--- src/rtl/core/rsi_pkg.sv ---
package rsi_pkg;

   localparam int COORD_W      = 32;
   localparam int DIR_W        = 16;
   localparam int RAD_W        = 31;
   localparam int DIST_W       = 32;
   localparam int OE_W         = COORD_W + 1;
   localparam int PROD_W       = OE_W + DIR_W;
   localparam int SQ_W         = 2 * COORD_W;
   localparam int OE2_W        = SQ_W + 2;
   localparam int R2_W         = 2 * RAD_W;
   localparam int V_W          = PROD_W + 2;
   localparam int VPOS_W       = V_W - 1;
   localparam int HALF_W       = VPOS_W / 2;
   localparam int DIFF_W       = OE2_W + 1;
   localparam int VSQ_W        = 4 * HALF_W;
   localparam int D2_SHIFT     = 28;
   localparam int D2_W         = 104;
   localparam int ROOT_W       = 51;
   localparam int OPND_W       = 2 * ROOT_W;
   localparam int REM_W        = ROOT_W + 3;
   localparam int FRAC_SHIFT   = 14;
   localparam int DIST_DW      = ROOT_W + 2;
   localparam int FRONT_STAGES = 6;

   typedef struct packed {
      logic signed [COORD_W-1:0] origin_x;
      logic signed [COORD_W-1:0] origin_y;
      logic signed [COORD_W-1:0] origin_z;
      logic signed [DIR_W-1:0]   dir_x;
      logic signed [DIR_W-1:0]   dir_y;
      logic signed [DIR_W-1:0]   dir_z;
      logic signed [COORD_W-1:0] center_x;
      logic signed [COORD_W-1:0] center_y;
      logic signed [COORD_W-1:0] center_z;
      logic [RAD_W-1:0]          radius;
   } req_payload_type;

   typedef struct packed {
      logic                     hit;
      logic signed [DIST_W-1:0] distance;
   } rsp_payload_type;

   typedef struct packed {
      logic              miss;
      logic [VPOS_W-1:0] v;
      logic [OPND_W-1:0] d2;
   } q_entry_type;

   typedef struct packed {
      logic full;
      logic empty;
   } q_status_type;

endpackage

--- src/rtl/core/rsi_queue.sv ---
module rsi_queue
   import rsi_pkg::*;
#(
   parameter int DEPTH = 4
) (
   input  logic         clock,
   input  logic         reset,
   input  logic         push,
   input  q_entry_type  wr_entry,
   input  logic         pop,
   output q_entry_type  head,
   output q_status_type status
);

   localparam int PTR_W = $clog2(DEPTH);
   localparam int CNT_W = $clog2(DEPTH + 1);

   q_entry_type       mem_ff [DEPTH];
   logic [PTR_W-1:0]  wr_ptr_ff, wr_ptr_in, rd_ptr_ff, rd_ptr_in;
   logic [CNT_W-1:0]  count_ff, count_in;

   assign head         = mem_ff[rd_ptr_ff];
   assign status.full  = (count_ff == CNT_W'(DEPTH));
   assign status.empty = (count_ff == '0);

   always_comb begin
      wr_ptr_in = wr_ptr_ff;
      rd_ptr_in = rd_ptr_ff;
      if (push) begin
         wr_ptr_in = (wr_ptr_ff == PTR_W'(DEPTH - 1)) ? '0 : wr_ptr_ff + 1'b1;
      end
      if (pop) begin
         rd_ptr_in = (rd_ptr_ff == PTR_W'(DEPTH - 1)) ? '0 : rd_ptr_ff + 1'b1;
      end
      count_in = count_ff + CNT_W'(push) - CNT_W'(pop);
   end

   always_ff @(posedge clock) begin
      if (reset) begin
         wr_ptr_ff <= '0;
         rd_ptr_ff <= '0;
         count_ff  <= '0;
      end else begin
         wr_ptr_ff <= wr_ptr_in;
         rd_ptr_ff <= rd_ptr_in;
         count_ff  <= count_in;
      end
   end

   always_ff @(posedge clock) begin
      if (push) begin
         mem_ff[wr_ptr_ff] <= wr_entry;
      end
   end

`ifndef NO_ASSERTIONS
   a_no_overflow: assert property (@(posedge clock) disable iff (reset)
      push |-> !status.full || pop)
      else $error("queue written while full");
   a_no_underflow: assert property (@(posedge clock) disable iff (reset)
      pop |-> !status.empty)
      else $error("queue read while empty");
   a_count_tracks: assert property (@(posedge clock) disable iff (reset)
      !$past(reset) |-> count_ff == $past(count_ff) + CNT_W'($past(push))
                                    - CNT_W'($past(pop)))
      else $error("queue count out of step");
`endif

endmodule

--- config.mk ---
export PLATFORM = sky130hd
export DESIGN_NAME = rsi_queue
export DESIGN_NICKNAME = d
export VERILOG_FILES = /design/src/rtl/core/rsi_pkg.sv /design/src/rtl/core/rsi_queue.sv
export SDC_FILE = /design/constraint.sdc
export NUM_CORES = 1
export LEC_CHECK = 0
export ABC_AREA = 1
export BUFFER_PORTS_ARGS = -buffer_cell sky130_fd_sc_hd__clkbuf_2
export CAP_MARGIN = 20
export CORE_MARGIN = 5
export CORE_UTILIZATION = 40
export CTS_CLUSTER_SIZE = 24
export DETAILED_ROUTE_END_ITERATION = 6
export GPL_TIMING_DRIVEN = 1
export PLACE_DENSITY = 0.59
export SYNTH_ARGS = -nofsm -noshare
export SYNTH_HDL_FRONTEND = slang
export SYNTH_SLANG_ARGS = --single-unit
--- constraint.sdc ---
create_clock -name clock -period 5.5 [get_ports clock]
set_input_delay 0.55 -clock clock [delete_from_list [all_inputs] [get_ports clock]]
set_output_delay 0.55 -clock clock [all_outputs]
set_load 0.02 [all_outputs]
---- Word level (Yosys, flattened, before mapping) ----
Memory sizes are Yosys's and may differ from the RTL's. A register that Yosys moved wholly into a read port is not among the register bits.
Cells that the tools add are included.
word-level totals
  memory bits (writable) .................. 612
  flip-flop bits (word level) ............. 7
  memories ................................ 1
  word-level logic and storage cells ...... 18
memories
  name    words  width  rd ports  clocked after Yosys merged registers in  wr ports  RTL line         text
  mem_ff  4      153    1         1                                        1         rsi_queue.sv:18  q_entry_type mem_ff [DEPTH];
operators by class
  muxes and demuxes ....................... 6
  reductions and logical operators ........ 1
  $add $sub $neg .......................... 4
  eq/ne operators ......................... 3
operators by type and width
  operator                                     number
  2-to-1 mux 2 bit                             4
  adder 2 x 1 -> 2 bit, second input constant  2
  equality test 2 bit, second input constant   2
  adder 3 x 1 -> 3 bit                         1
  equality test 3 bit, second input constant   1
  zero test 3 bit                              1
  subtractor 3 x 1 -> 3 bit                    1
  2-to-1 mux 1 bit                             2

---- Longest topological paths before layout ----
Gate-level depths: netlist of the first run.
  word-level depth ........................ 4
  mapped depth ............................ 9

---- Worst setup path after synthesis of the first run ----
Ideal clock, no wire load.
  path type ............................... input -> register
  start ................................... input push
  end ..................................... memory mem_ff[3][0] in the netlist's numbering (enable)
  required time ........................... 4.994 ns
  library setup time ...................... 0.506 ns
  cell stages on the path ................. 2
  slack ................................... 1.464 ns
  data arrival time ....................... 3.530 ns
  buffers on the path ..................... 0
  cell sequence ........................... nand2_1 > inv_1
between the ends
  word-level cells in the longest chain between the ends .. 2
RTL lines
  what                                    RTL line         text
  start: declaration                      rsi_queue.sv:8   input logic push,
  2-to-1 mux 1 bit                        rsi_queue.sv:51  if (push) begin
  2-to-1 mux 1 bit (not written as such)  rsi_queue.sv:52  mem_ff[wr_ptr_ff] <= wr_entry;
  end: declaration                        rsi_queue.sv:18
Every way passes these cells.

==> flow_summary_export.csv, run 1 <==
group,metric,value,unit
floorplanning,placement_rows,91,
timing,final-setup-viol-count,0,
logic_synthesis,yosysSeqAreaShare,75.4,%
finish,area_growth,16.3,%
finish,fillCellCount,5503,
timing,post-route-period-util,60.2,%
timing,hold_violations,0,
timing,max_slew.worst_pin.slew,883,ps
logic_synthesis,yosysTopAreaCellShare,74.7,%
logic_synthesis,synthesis_stage_register_bit_count,621,
routing,routed_via_density,4.80,
timing,finalMaxSlewViolations,0,
clock_network,cts-buffers-inserted,66,
logic_synthesis,synth.top_cells.by_area,"edfxtp_1, inv_1, nand2_1",
clock_network,clk_latency,590,ps
clock_network,clk_pin_slew,60,ps
critical_path,critPathBufInv,2,
logic_synthesis,synthesis.area,24600,um2
global_routing,antenna_found_initial,3,
critical_path,reg2reg_path_depth,5,
floorplanning,fp.dieH,258,um
global_routing,grt_pass1_wl,77300,um
critical_path,timing.critical_path.max_delay_family,"flip-flops",
global_routing,grt.overflow.total,0,
logic_synthesis,postSynthAreaPerCell,13.3,um2
finish,fraction_of_final_layout_cells_with_drive_strength_greater_than_1,19.2,%
timing,rsz0062_at_grt,"no",
critical_path,rr_startpoint,"wr_ptr_ff[0]$_SDFFE_PP0P_",
placed_design,placer_congestion_estimate,0.764,
placed_design,detailed_place.area,26600,um2
logic_synthesis,postSynthCellCount,1846,
floorplanning,die_x,258,um
routing,drt_iter0_markers,795,
placed_design,detailedPlacementHpwl,29000,um
clock_network,cts.htree.levels,3,
clock_network,cts_tree,"done",
clock_network,cts_hold_buffers,0,
critical_path,worst_setup_path_end_kind,"primary output",
clock_network,ctsResizeCount,0,
min_path,worstHoldPathType,"input port to register",
power,ir_worst_vdd,0.273,mV
routing,wirelength,49700,um
logic_synthesis,post_syn_nets,2011,
min_path,hold_path_depth,1,
critical_path,worst_ep_required_time,4950,ps
finish,final_util,46.7,%
clock_network,clock-root-buffer,"clkbuf_16",
finish,layout.cells.most_common,"edfxtp_1",
floorplanning,design.core.area,61300,um2
finish,finalNetCount,2304,
routing,wire_per_inst,16.7,um
timing,timing.slew.headroom,41.2,%
timing,finClkSkew,19.9,ps
critical_path,worstSetupPathType,"register to primary output",
routing,detailedRoute.firstPassIterationCount,5,
logic_synthesis,yosys.cell_types.count,19,
power,total_power,10700,uW
global_routing,grt_max_degree,194,
global_routing,first_global_vias,14000,
logic_synthesis,yosysTopAreaCell,"edfxtp_1",
critical_path,critPathMaxStageDelay,800,ps
global_routing,global_route.usage.total,14.5,%
placed_design,io_buffer_count,311,
min_path,min_from,"wr_entry[27]",
routing,drt_drc_violations_left,0,
critical_path,r2r_slack,3210,ps
clock_network,cts.sinks,621,
routing,drt.antenna.violating_nets,0,
critical_path,rr_endpoint,"mem_ff[2][70]$_DFFE_PP_",
timing,highest_achievable_clock_rate,302,MHz
power,p_leak,0.0111,uW
clock_network,cts.repair_timing.setup_buffer_count,0,
critical_path,startpoint_type_of_the_worst_setup_path,"register",
critical_path,timing.critical_path.fanout_max,154,
clock_network,cts_max_path_buffers,3,
outcome,run_status,"complete, no violations",
finish,final_area,28600,um2
logic_synthesis,synth.yosys.warnings,0,
job,drv_cap,0,
floorplanning,die_area,66600,um2
critical_path,timing.critical_path.cells,"buf_12 -> o211ai_1 -> nand2_1 -> clkbuf_2",
critical_path,critical_path_arrival,2760,ps
floorplanning,start_util,40.2,%
timing,period_minus_slack,3310,ps
power,p_per_area,374,nW/um2
timing,finalSetupTns,0,ps
routing,detailroute.via_count,14300,
timing,fin_hold_ws,173,ps
min_path,worstHoldEndpoint,"mem_ff[1][27]$_DFFE_PP_",
floorplanning,num_io_pins,312,
critical_path,cpMaxStageDelayCell,"dfxtp_4",
finish,mostFrequentLayoutCells,"edfxtp_1, inv_1, nand2_1",
-- worst register-to-register path, stage by stage (launching register included) --
cell,delay (ps)
dfxtp_1,330
inv_1,110
ha_1,160
nand2_1,100
inv_6,540
buf_12,530
-- logic make-up (layout without fill, tap and decap cells) --
group | Yosys count | in the layout | share of synthesized area [%]
other cells | 0 | 1 | 0
simple gates | 327 | 327 | 5.00
flops | 621 | 621 | 75.4
buf+inv | 425 | 768 | 8.10
fa+ha+maj | 8 | 8 | 0.437
compound gates | 465 | 465 | 11.0
-- how the worst max path moves through the flow --
stage / slack, ps / to / cells after the start
finish: 2190 / head[144] / 4
CTS: 2170 / head[144] / 4
floorplan: 1460 / mem_ff[3][0]$_DFFE_PP_ / 2
global route: 1990 / head[68] / 5
global placement: 2850 / head[97] / 6
detailed placement: 2820 / head[144] / 4
-- registers in the layout, summed over array words and instances, names as in the netlist, named ones only --
signal,cells
count_ff,3
mem_ff,612
wr_ptr_ff,2
rd_ptr_ff,2
-- stage by stage --
stage          setup slack [ps]  std cells
6_report                   2190       2980
5_1_grt                    1990       2980
4_1_cts                    2170       2979
3_5_place_dp               2820       2861
3_3_place_gp               2850       2861
2_1_floorplan              1460       1846
-- layout make-up --
| cell class | count | area, um2 | share of cell area, % |
|---|---|---|---|
| antenna | 1 | 2.50 | 0.00875 |
| clock buffer | 93 | 1790 | 6.27 |
| clock inverter | 25 | 186 | 0.652 |
| inverter | 323 | 1230 | 4.31 |
| multi-input combinational | 800 | 4050 | 14.1 |
| sequential | 621 | 18600 | 64.9 |
| tap | 790 | 988 | 3.46 |
| timing repair buffer | 327 | 1790 | 6.25 |
-- Yosys cell counts (all sizes together) --
cell	count
clkbuf	18
o21ai	156
nand3	1
buf	84
fa	1
inv	323
nor3	1
o211ai	153
dfxtp	9
nor2	10
nand2	315
ha	7
edfxtp	612
a21oi	156
-- metal layers --
metal / global-route usage [%] / part of all wire, % / up-vias
li1: - / - / 7032
met1: 17.9 / 42 / 6907
met2: 25.2 / 50 / 284
met3: 3.73 / 5.9 / 74
met4: 4.70 / 2.2 / 0
met5: 0 / 0 / -
-- power breakdown --
group          switching (uW)  internal (uW)  total [uW]
registers                66.3           5430        5490
clock network            1740           2340        4080
logic                     802            328        1130
Note: power is estimated with default switching activity, not from simulation.
==> inputs of run 2 (changes only) <==
==> constraint.sdc (replaced) <==
create_clock -name clock -period 3.2 [get_ports clock]
set_input_delay 0.32 -clock clock [delete_from_list [all_inputs] [get_ports clock]]
set_output_delay 0.32 -clock clock [all_outputs]
set_load 0.02 [all_outputs]
==> run 2 against run 1 <==
Clock-buffer cell count fell by 5. Global-route usage rose by 0.64 points. Hold slack got worse by 77 ps. Clock skew rose by 6.3 ps. Largest power group unchanged.
==> flow_summary_export.csv, run 2 (synthesis gave the netlist of run 1 again) <==
group,metric,value,unit
routing,wirelength,51900,um
clock_network,cts.htree.levels,3,
floorplanning,num_io_pins,312,
routing,wire_per_inst,16.4,um
finish,area.sequential,18600,um2
finish,multi_input_area,4060,um2
critical_path,timing.critical_path.fanout_max,50,
clock_network,clk_latency,590,ps
placed_design,io_buffer_count,311,
clock_network,clock-root-buffer,"clkbuf_16",
timing,final-setup-viol-count,0,
timing,highest_achievable_clock_rate,377,MHz
power,ir_worst_vdd,0.425,mV
clock_network,cts.sinks,621,
timing,finClkSkew,26.2,ps
global_routing,grt_max_degree,154,
global_routing,antenna_found_initial,3,
finish,finalNetCount,2483,
finish,final_area,30500,um2
outcome,run_status,"complete, no violations",
finish,fraction_of_final_layout_cells_with_drive_strength_greater_than_1,19.3,%
routing,routed_via_density,4.74,
critical_path,worstSetupPathType,"register to primary output",
finish,number_of_flip_flops_under_the_largest_register_name,612,
critical_path,worst_setup_path_end_kind,"primary output",
floorplanning,placement_rows,91,
min_path,worstHoldPathType,"input port to register",
routing,drt.antenna.violating_nets,0,
placed_design,detailedPlacementHpwl,30700,um
job,drv_cap,0,
floorplanning,design.core.area,61300,um2
clock_network,clk_pin_slew,50,ps
critical_path,worst_ep_required_time,2880,ps
finish,top_regs,"mem_ff (612), count_ff (3)",
finish,area_growth,24.0,%
floorplanning,die_area,66600,um2
placed_design,detailed_place.area,26900,um2
routing,drt_drc_violations_left,0,
clock_network,ctsResizeCount,0,
routing,detailedRoute.firstPassIterationCount,5,
power,p_per_area,614,nW/um2
global_routing,first_global_vias,14900,
clock_network,cts-buffers-inserted,68,
timing,rsz0062_at_grt,"no",
finish,mostFrequentLayoutCells,"edfxtp_1, inv_1, nand2_1, clkbuf_2, a21oi_1",
finish,max_flop_register,"mem_ff",
global_routing,global_route.usage.total,15.2,%
timing,period_minus_slack,2660,ps
finish,fillCellCount,5249,
placed_design,placer_congestion_estimate,0.752,
routing,detailroute.via_count,15000,
clock_network,cts_max_path_buffers,3,
floorplanning,die_x,258,um
critical_path,startpoint_type_of_the_worst_setup_path,"register",
timing,post-route-period-util,83.0,%
finish,num_antenna_cells,0,
finish,layout.cells.most_common,"edfxtp_1",
global_routing,grt_pass1_wl,80900,um
floorplanning,start_util,40.2,%
global_routing,grt.overflow.total,0,
timing,hold_violations,0,
routing,drt_iter0_markers,816,
finish,final_util,49.8,%
floorplanning,fp.dieH,258,um
clock_network,cts_tree,"done",
timing,timing.slew.headroom,30.1,%
critical_path,critical_path_arrival,2340,ps
timing,finalMaxSlewViolations,0,
timing,max_slew.worst_pin.slew,1050,ps
power,p_leak,0.0119,uW
run 2: timing repair:
action | CTS | global route
hold endpoints to repair | 616 | 0
setup buffers | 0 | 0
hold buffers | 154 | 0
endpoints found under the setup margin | 0 | 0
run 2: path summary, 6_finish.rpt:
kind	end	start	slack (ps)	cells after the start
max reg2reg	mem_ff[3][74]$_DFFE_PP_	wr_ptr_ff[0]$_SDFFE_PP0P_	1010	5
min reg2reg	wr_ptr_ff[1]$_SDFFE_PP0P_	wr_ptr_ff[1]$_SDFFE_PP0P_	500	2
max	head[107]	register	540	5
min	rd_ptr_ff[1]$_SDFFE_PP0P_	pop	100	3
run 2: worst max-delay path, cell delays in order (launching register included):
cell	delay, ps
dfxtp_4	840
buf_4	420
a21oi_1	80
o21ai_0	120
nand2_1	100
clkbuf_2	170
run 2: final cells by class:
class	count	share of cell area [%]
Sequential cell	621	60.9
Multi-Input combinational cell	800	13.3
Timing Repair Buffer	504	11.9
Clock buffer	88	5.93
Inverter	323	4.02
Tap cell	790	3.24
Clock inverter	35	0.743
run 2: report_power, final:
group	switching (uW)	internal [uW]	leakage, uW
combinational	1460	728	0.00522
clock	3020	4090	0.000998
sequential	106	9330	0.00570
run 2: through the flow:
| stage | instances | TNS (ps) | hold WS [ps] | setup slack, ps | total power (uW) |
|---|---|---|---|---|---|
| after detailed placement | 2884 | 0 | 495 | 971 | 11700 |
| after floorplan | 1846 | -41380 | 391 | -69.5 | 10900 |
| after CTS | 3161 | 0 | 52.4 | 461 | 19000 |
| final | 3161 | 0 | 96.4 | 545 | 18700 |
| after global placement | 2884 | 0 | 475 | 943 | 11600 |
| after global routing | 3161 | 0 | 118 | 390 | 19600 |
run 2: routing by layer:
layer | vias up | routed length (um) | global-route usage [%]
met2 | 313 | 25700 | 25.6
met4 | 6 | 1200 | 5.06
met1 | 7178 | 22300 | 19.8
li1 | 7394 | - | -
met5 | - | 38 | 0
met3 | 78 | 2690 | 3.18
==> inputs of run 3 (changes only) <==
==> constraint.sdc (replaced) <==
create_clock -name clock -period 2.5 [get_ports clock]
set_input_delay 0.25 -clock clock [delete_from_list [all_inputs] [get_ports clock]]
set_output_delay 0.25 -clock clock [all_outputs]
set_load 0.02 [all_outputs]
==> run 3 against run 2 <==
Utilization rose by 0.74 points. Sequential share of layout area fell by 0.89 points. Largest cell class unchanged. First-iteration DRC count down 0.86%. Sequential power grew 27%. Register-to-register slack lost 190 ps. Flip-flop and latch count unchanged. Cell count rose by 0.79%. Power is 30% higher. Die area unchanged. Critical path depth is 1 higher.
==> flow_summary_export.csv, run 3 (synthesis gave the netlist of run 1 again) <==
group,metric,value,unit
finish,max_flop_register,"mem_ff",
power,total_power,24400,uW
clock_network,clk_pin_slew,60,ps
global_routing,global_route.usage.total,15.1,%
routing,detailedRoute.firstPassIterationCount,4,
timing,timing.slew.headroom,63.1,%
timing,finalMaxSlewViolations,0,
power,p_per_area,787,nW/um2
timing,highest_achievable_clock_rate,429,MHz
timing,fin_hold_ws,86.0,ps
critical_path,critPathMaxStageDelay,460,ps
floorplanning,die_area,66600,um2
timing,hold_violations,0,
critical_path,worst_ep_required_time,2250,ps
timing,rsz0062_at_grt,"no",
min_path,worstHoldPathType,"input port to register",
finish,area_growth,25.8,%
global_routing,grt.overflow.total,0,
power,ir_worst_vdd,0.633,mV
critical_path,startpoint_type_of_the_worst_setup_path,"register",
finish,final_area,31000,um2
timing,post-route-period-util,93.3,%
placed_design,placer_congestion_estimate,0.768,
clock_network,cts_max_path_buffers,3,
critical_path,timing.critical_path.fanout_max,54,
timing,finalSetupTns,0,ps
timing,period_minus_slack,2330,ps
timing,final-setup-viol-count,0,
global_routing,grt_max_degree,113,
critical_path,critical_path_arrival,2080,ps
finish,finalNetCount,2507,
critical_path,path_common_cell,"buf_12",
critical_path,worstSetupPathType,"register to primary output",
routing,drt_drc_violations_left,0,
timing,max_slew.worst_pin.slew,553,ps
routing,wirelength,51500,um
critical_path,timing.critical_path.cells,"buf_12 -> buf_12 -> a21oi_1 -> o21ai_0 -> nand2_1 -> clkbuf_2",
routing,routed_via_density,4.71,
floorplanning,design.core.area,61300,um2
floorplanning,die_x,258,um
timing,finClkSkew,21.1,ps
routing,drt_iter0_markers,809,
routing,detailroute.via_count,15000,
floorplanning,start_util,40.2,%
routing,wire_per_inst,16.2,um
power,p_leak,0.0121,uW
clock_network,clk_latency,590,ps
placed_design,detailedPlacementHpwl,32400,um
finish,number_of_flip_flops_under_the_largest_register_name,612,
finish,fraction_of_final_layout_cells_with_drive_strength_greater_than_1,20.2,%
critical_path,worst_setup_path_end_kind,"primary output",
global_routing,antenna_found_initial,1,
outcome,run_status,"complete, no violations",
placed_design,io_buffer_count,311,
floorplanning,placement_rows,91,
clock_network,clock-root-buffer,"clkbuf_16",
job,drv_cap,0,
routing,drt.antenna.violating_nets,0,
timing,finalWorstSetupSlack,167,ps
placed_design,worst_slack_after_detailed_placement,680,ps
floorplanning,fp.dieH,258,um
floorplanning,num_io_pins,312,
critical_path,cpMaxStageDelayCell,"dfxtp_4",
clock_network,cts-buffers-inserted,68,
finish,layout.cells.most_common,"edfxtp_1",
global_routing,grt_pass1_wl,80700,um
finish,top_regs,"mem_ff (612), count_ff (3)",
clock_network,cts.sinks,621,
placed_design,detailed_place.area,27300,um2
global_routing,first_global_vias,14900,
clock_network,cts_tree,"done",
clock_network,cts.htree.levels,3,
finish,mostFrequentLayoutCells,"edfxtp_1, inv_1, nand2_1, clkbuf_2, a21oi_1",
## run 3: changes by cell type in the layout (fill, tap and decap cells not counted), sizes merged
cell,change
buf,+23
bufinv,+3
clkbuf,-1
clkinv,-5
clkinvlp,+3
diode,+1
dlygate4sd3,+1
## run 3: path summary, 6_finish.rpt
kind | from | end | slack, ps | depth (start not counted)
setup reg to reg | wr_ptr_ff[0]$_SDFFE_PP0P_ | mem_ff[0][67]$_DFFE_PP_ | 820 | 6
setup / recovery | register | head[9] | 170 | 6
hold reg to reg | wr_ptr_ff[1]$_SDFFE_PP0P_ | wr_ptr_ff[1]$_SDFFE_PP0P_ | 490 | 2
hold / removal | push | wr_ptr_ff[1]$_SDFFE_PP0P_ | 90 | 3
## run 3: per-layer routing
metal  up-vias  global-route usage, %  share of wire (%)
li1       7438                      -                  -
met1      7175                   18.8                 42
met2       284                   26.2                 50
met3       106                   3.58                4.8
met4         0                   4.91                2.8
met5         -                      0                  0
## run 3: cell type report
class                           instances  area [um2]
Tap cell                              790         988
Clock buffer                           87        1790
Multi-Input combinational cell        800        4060
Fill cell                            5165       30300
Antenna cell                            1        2.50
Inverter                              323        1230
Sequential cell                       621       18600
Clock inverter                         36         319
Timing Repair Buffer                  528        3990
## run 3: where the power goes
group / total, uW / switching, uW / internal, uW
Combinational: 2910 / 1890 / 1020
Clock: 9390 / 3870 / 5520
Sequential: 12000 / 116 / 11900
Total: 24400 / 5880 / 18500
## run 3: critical path, delay by kind of cell, from the launching register on
kind	cells	cell delay, ps
buffers and inverters	3	690
DFF	1	460
AOI/OAI and AO/OA	2	160
and+or+nand+nor	1	120
## run 3: stage by stage
step	std cells	util (%)
after global routing	3186	50.5
after floorplan	1846	-
after CTS	3184	50.5
final	3186	50.5
after detailed placement	2906	44.5
after global placement	2906	44.5
## run 3: timing repair
| action | in CTS | in global routing |
|---|---|---|
| hold endpoints to repair | 619 | 0 |
| hold buffers | 155 | 0 |
| resized for setup | 0 | 2 |
| setup endpoints to repair | 0 | 47 |
| setup buffers | 0 | 1 |
